$ cat src/hdl/tcc_sqrt_pipe.sv
// Pipelined integer square root, one root bit per register stage, with final remainder.
`default_nettype none
module tcc_sqrt_pipe #(
  parameter int RES_W  = 32,
  parameter int SIDE_W = 1
) (
  input  wire logic               clk,
  input  wire logic               rst_n,
  input  wire logic               en,
  input  wire logic               in_valid,
  input  wire logic [2*RES_W-1:0] in_rad,
  input  wire logic [SIDE_W-1:0]  in_side,
  output logic                    out_valid,
  output logic [RES_W-1:0]        out_root,
  output logic [RES_W:0]          out_rem,
  output logic [SIDE_W-1:0]       out_side
);

  localparam int AW = 2 * RES_W;

  logic              valid_r [RES_W];
  logic [AW-1:0]     rem_r   [RES_W];
  logic [AW-1:0]     root_r  [RES_W];
  logic [SIDE_W-1:0] side_r  [RES_W];

  for (genvar i = 0; i < RES_W; i++) begin : g_stage
    localparam logic [AW-1:0] Bit = AW'(1) << (2 * (RES_W - 1 - i));
    logic              vld_in;
    logic [AW-1:0]     rem_in;
    logic [AW-1:0]     root_in;
    logic [SIDE_W-1:0] side_in;
    logic [AW-1:0]     trial;
    logic              ge;

    if (i == 0) begin : g_first
      assign vld_in  = in_valid;
      assign rem_in  = in_rad;
      assign root_in = '0;
      assign side_in = in_side;
    end else begin : g_next
      assign vld_in  = valid_r[i-1];
      assign rem_in  = rem_r[i-1];
      assign root_in = root_r[i-1];
      assign side_in = side_r[i-1];
    end

    assign trial = root_in + Bit;
    assign ge    = (rem_in >= trial);

    always_ff @(posedge clk) begin
      if (!rst_n) begin
        valid_r[i] <= 1'b0;
      end else if (en) begin
        valid_r[i] <= vld_in;
      end
    end

    always_ff @(posedge clk) begin
      if (en) begin
        rem_r[i]  <= ge ? (rem_in - trial) : rem_in;
        root_r[i] <= ge ? ((root_in >> 1) + Bit) : (root_in >> 1);
        side_r[i] <= side_in;
      end
    end
  end

  // After the last step the root holds floor(sqrt) and the remainder is at most twice it.
  assign out_valid = valid_r[RES_W-1];
  assign out_root  = root_r[RES_W-1][RES_W-1:0];
  assign out_rem   = rem_r[RES_W-1][RES_W:0];
  assign out_side  = side_r[RES_W-1];

endmodule
`default_nettype wire

$ cat config.mk
export PLATFORM = sky130hd
export DESIGN_NAME = tcc_sqrt_pipe
export DESIGN_NICKNAME = d
export VERILOG_FILES = /design/src/hdl/tcc_sqrt_pipe.sv
export SDC_FILE = /design/constraint.sdc
export NUM_CORES = 2
export LEC_CHECK = 0
export BUFFER_PORTS_ARGS = -buffer_cell sky130_fd_sc_hd__buf_2
export CORE_ASPECT_RATIO = 0.9
export CORE_MARGIN = 3
export CORE_UTILIZATION = 60
export CTS_BUF_LIST = sky130_fd_sc_hd__clkbuf_8
export DETAILED_ROUTE_END_ITERATION = 16
export GPL_ROUTABILITY_DRIVEN = 0
export PLACE_DENSITY = 0.87
export SYNTH_ARGS = -nofsm -noshare
export SYNTH_HDL_FRONTEND = slang
export SYNTH_MEMORY_MAX_BITS = 65536
export SYNTH_SLANG_ARGS = --single-unit
export TNS_END_PERCENT = 30
$ cat constraint.sdc
create_clock -name clk -period 4.3 [get_ports clk]
set_clock_uncertainty 0.2 [all_clocks]
set_input_delay 0 -clock clk [delete_from_list [all_inputs] [get_ports clk]]
set_output_delay 0 -clock clk [all_outputs]
set_load 0.005 [all_outputs]
; Word level (Yosys, flattened, before mapping)
; Memory sizes are Yosys's and may differ from the RTL's.
; Cells that the tools add are included.
[classes]
addsub = 94
magnitude_cmp = 32
muxes = 101
bitwise_logic = 32
[op_table]
columns = op, count
row1 = two-way mux 64 bit, 63
row2 = >= comparator 64 bit, 31
row3 = subtractor 64 bit, 31
row4 = adder 63 x 1 -> 64 bit (second input constant), 1
row5 = adder 63 x 11 -> 64 bit (second input constant), 1
row6 = adder 63 x 13 -> 64 bit (second input constant), 1
row7 = adder 63 x 15 -> 64 bit (second input constant), 1
row8 = adder 63 x 17 -> 64 bit (second input constant), 1
row9 = adder 63 x 19 -> 64 bit (second input constant), 1
row10 = adder 63 x 21 -> 64 bit (second input constant), 1
row11 = adder 63 x 23 -> 64 bit (second input constant), 1
row12 = adder 63 x 25 -> 64 bit (second input constant), 1
row13 = adder 63 x 27 -> 64 bit (second input constant), 1
row14 = adder 63 x 29 -> 64 bit (second input constant), 1
row15 = adder 63 x 3 -> 64 bit (second input constant), 1
row16 = adder 63 x 31 -> 64 bit (second input constant), 1
row17 = adder 63 x 33 -> 64 bit (second input constant), 1
row18 = adder 63 x 35 -> 64 bit (second input constant), 1
row19 = adder 63 x 37 -> 64 bit (second input constant), 1
row20 = adder 63 x 39 -> 64 bit (second input constant), 1
row21 = adder 63 x 41 -> 64 bit (second input constant), 1
row22 = adder 63 x 43 -> 64 bit (second input constant), 1
row23 = adder 63 x 45 -> 64 bit (second input constant), 1
row24 = adder 63 x 47 -> 64 bit (second input constant), 1
row25 = other kinds (46), 113
[totals]
reg_bits = 0
ram_bits = 4160
input_bits = 69
output_inout_bits = 67
wordCells = 263
n_memories = 4
[mem_list]
columns = memory, depth, width, read_ports, rd_ports_with_merged_regs, write_ports, line
row1 = rem_r, 32, 64, 32, 0, 32, 22  ; logic [AW-1:0] rem_r [RES_W];
row2 = root_r, 32, 64, 32, 0, 32, 23  ; logic [AW-1:0] root_r [RES_W];
row3 = side_r, 32, 1, 32, 0, 32, 24  ; logic [SIDE_W-1:0] side_r [RES_W];
row4 = valid_r, 32, 1, 32, 0, 32, 21  ; logic valid_r [RES_W];

; Longest topological paths before layout
[depth]
depth_word = 4
ltp_mapped = 16
mapped_depth_nobuf = 13

; Worst setup path after synthesis
; Ideal clock, no wire load.
[synth_path]
path_type = register -> register
from = mem rem_r[1][901] (netlist name)
to = mem rem_r[1][986] (netlist name), data pin
setup_ns = 0.262
arrival_time_ns = 3.139
required_time_ns = 3.838
path_slack_ns = 0.698
stages_incl_launch_ff = 13
path_buffers = 1
period_less_slack_ns = 3.602
cell_sequence = edfxtp_1 -> ha_1 -> a211oi_1 -> nor2_1 -> o41a_1 -> o31a_1 -> a31oi_1 -> a21oi_1 -> o21ba_2 -> o211ai_1 -> nand2_1 -> buf_2 -> mux2_1
[synth_lines]
columns = item, line
row1 = from (decl), 22

==> out/qor.yml <==
timing:
  hold_viol: 0
  fin_crit_sh_pct: 99.1
  whs_ps: 193
  slew_viol_final: 0
  fmax_mhz: 235
  final.min_clock_period_ps: 4260
  tightest_slew_ps: 1370
  slew-limit-headroom_pct: 7.91
  setup_viol_count_final: 0
  rsz0062_at_grt: "true"
synthesis:
  synthXorXnorAreaFrac_pct: 6.29
  synthTopCellsByCount: "edfxtp_1 (2608), inv_1 (709), a21oi_1 (675)"
  muxShareOfSynthArea_pct: 1.25
  async_reset_ff_share_pct: 0
  synthAdderAreaFrac_pct: 5.61
  synth_compound_area_share_pct: 9.36
  synth_area_leaders: "edfxtp_1 (63%), ha_1 (5.6%), xnor2_1 (3.5%)"
  syn_area_per_cell_um2: 12.7
  ys_types: 104
  synth_top_family_by_area: "simple AND/OR/NAND/NOR gates"
  yosysTopAreaCellShare_pct: 62.7
  yosys.area.top_type: "edfxtp_1"
  ys_seq_area_share_pct: 62.7
  synth-simple-area-share_pct: 12.0
  synth-seq-cells: 2609
  synth_flop_cell: "edfxtp_1"
  yosysMostFrequentCell: "edfxtp_1"
  synth_edf_count: 2608
  synth_warnings: 0
  syn_nets: 10500
  syn-cell-area_mm2: 0.125
  postSynthCellCount: 9849
drt:
  wirelength_mm: 333
  dr.pass1.iters: 9
  via_per_inst: 6.58
  first_iter_violations: 13300
  vias: 89000
  routedWlPerCell_um: 24.6
  route.detailed.drc: 0
  ant_nets: 0
pwr:
  p_leak_nw: 53.2
  pwr_density_cell_mw_per_mm2: 518
  vdd_drop_max_uv: 401
final_layout:
  final_nets: 11100
  postLayoutCoreUtil_pct: 67.1
  syn_to_final_growth_pct: 11.0
  post_route_cells_drive_above_1_share_pct: 9.02
die:
  ioPinCount: 136
  fp.dieH_um: 439
  dieArea_mm2: 0.214
  rows: 158
  die_x_um: 487
  core_area_mm2: 0.207
  initial_utilization_pct: 60.5
cts:
  cts_root_buf: "clkbuf_8"
  cts.sinks: 2609
  cts_buffers: 400
  cts_tree: "yes"
  clk_pin_slew_worst_paths_ps: 60
  cts_buffer_depth: 4
  clock_latency_ps: 1170
  htreeDepth: 5
place:
  place_hpwl_mm: 217
  io_buffers: 135
global_route:
  grt_start_max_net_pins: 185
  grt_usage_pct: 30.4
  grt_pass1_vias: 86400
  grt.overflow.total: 0
  antenna_found_initial: 27
  grt_first_pass_wirelength_mm: 504
flow_run:
  drv_cap: 0
worst_setup_path:
  reg2regPathDepth: 11
  cp_slowest_cell: "nor4_1"
  crit_chain: "inv_1 -> ha_1 -> nor4b_1 -> nand4_1 -> nor4_1 -> a211oi_1 -> nand3b_1 -> buf_4 -> clkinv_1 -> and2_1 -> a31o_2"
  cp_max_fo: 18
  critPathMaxStageDelay_ps: 620
  crit_arrival_ps: 4850
  start_kind: "flip-flop"
  crit_family: "simple AND/OR/NAND/NOR gates"
  required_ps: 4890
  end_kind: "flip-flop"
  cp.depth: 11
  worstSetupPathType: "flip-flop to flip-flop"
  critPathBufInv: 3
hold_path:
  hold_path_depth: 0
  hold_class: "flip-flop to flip-flop"
outcome:
  outcome: "finished clean"
[through the flow]
stage               power [mW]  setup WS [ps]  std cells  TNS (ps)  cell area [um^2]
global route              74.6          -38.5      13500     -71.9            139000
detailed placement        51.4           -342      12600     -1570            129000
finish                    71.9           37.0      13500         0            139000
CTS                       70.5           36.6      13500         0            139000
global placement          50.6           37.4      12600         0            129000
floorplan                 46.0            698       9849         0            125000
[cell type report]
type | count | area, um^2
timing repair buffer | 455 | 3890
inverter | 715 | 2680
clock inverter | 283 | 1460
antenna | 16 | 40.0
clock buffer | 407 | 5600
fill | 12800 | 67900
sequential | 2609 | 78300
multi-input combinational | 6323 | 43300
tap | 2720 | 3400
[where the power goes]
group	switching, mW	total (mW)	internal, mW
clock network	10.2	19.6	9.41
registers	2.80	35.1	32.3
logic	10.2	17.1	6.93
[cell families after synthesis]
group                    count (synthesis)
AO/OA/AOI/OAI                         1874
XOR/XNOR                               897
adder cells (fa/ha/maj)                560
buffers and inverters                  917
flip-flops                            2609
multiplexers                           140
AND/OR/NAND/NOR                       2852
[worst reg2reg max path, stage by stage (launching register included)]
cell      delay (ps)
edfxtp_1         370
inv_1             60
ha_1             450
nor4b_1          410
nand4_1          220
nor4_1           620
a211oi_1         160
nand3b_1         140
buf_4            240
clkinv_1         520
and2_1           380
a31o_2           230
[cells in the final DEF (no fill, tap or decap), drive strengths merged, types with 334 or more instances in the layout]
master and instances:
xnor2 493, nor4 334, nor2 621, xor2 404, inv 837, clkbuf 408
ha 560, o21ai 389, edfxtp 2608, nand2 536, a21oi 676
[sequential cells by signal (all words and copies together) (netlist names)]
| name | cells |
|---|---|
| valid_r | 32 |
| side_r | 32 |
| root_r | 528 |
| rem_r | 2017 |
[repair_timing]
item / 4_1_cts / 5_1_grt
hold buffers: 204 / 0
pin swaps: 0 / 3
resized for setup: 3 / 22
buffers inserted: 0 / 1
hold endpoints to repair: 2698 / 0
setup endpoints to repair: 9 / 80
[routing by layer]
| metal | vias to the layer above | GRT usage, % | wire length [um] |
|---|---|---|---|
| met3 | 1668 | 7.94 | 40100 |
| met1 | 42100 | 37.1 | 114000 |
| li1 | 38300 | - | - |
| met2 | 6850 | 49.6 | 157000 |
| met5 | - | 0 | 167 |
| met4 | 24 | 16.9 | 22100 |
[path summary, 6_finish.rpt]
| check | start | endpoint | slack, ps |
|---|---|---|---|
| setup / recovery | root_r[0][811]$_DFFE_PP_ | rem_r[0][878]$_DFFE_PP_ | 40 |
| hold / removal | rem_r[1][512]$_DFFE_PP_ | rem_r[1][576]$_DFFE_PP_ | 190 |
| setup reg to reg | root_r[0][811]$_DFFE_PP_ | rem_r[0][878]$_DFFE_PP_ | 40 |
| hold reg to reg | rem_r[1][512]$_DFFE_PP_ | rem_r[1][576]$_DFFE_PP_ | 190 |
Power figures use the tool's default switching activity.
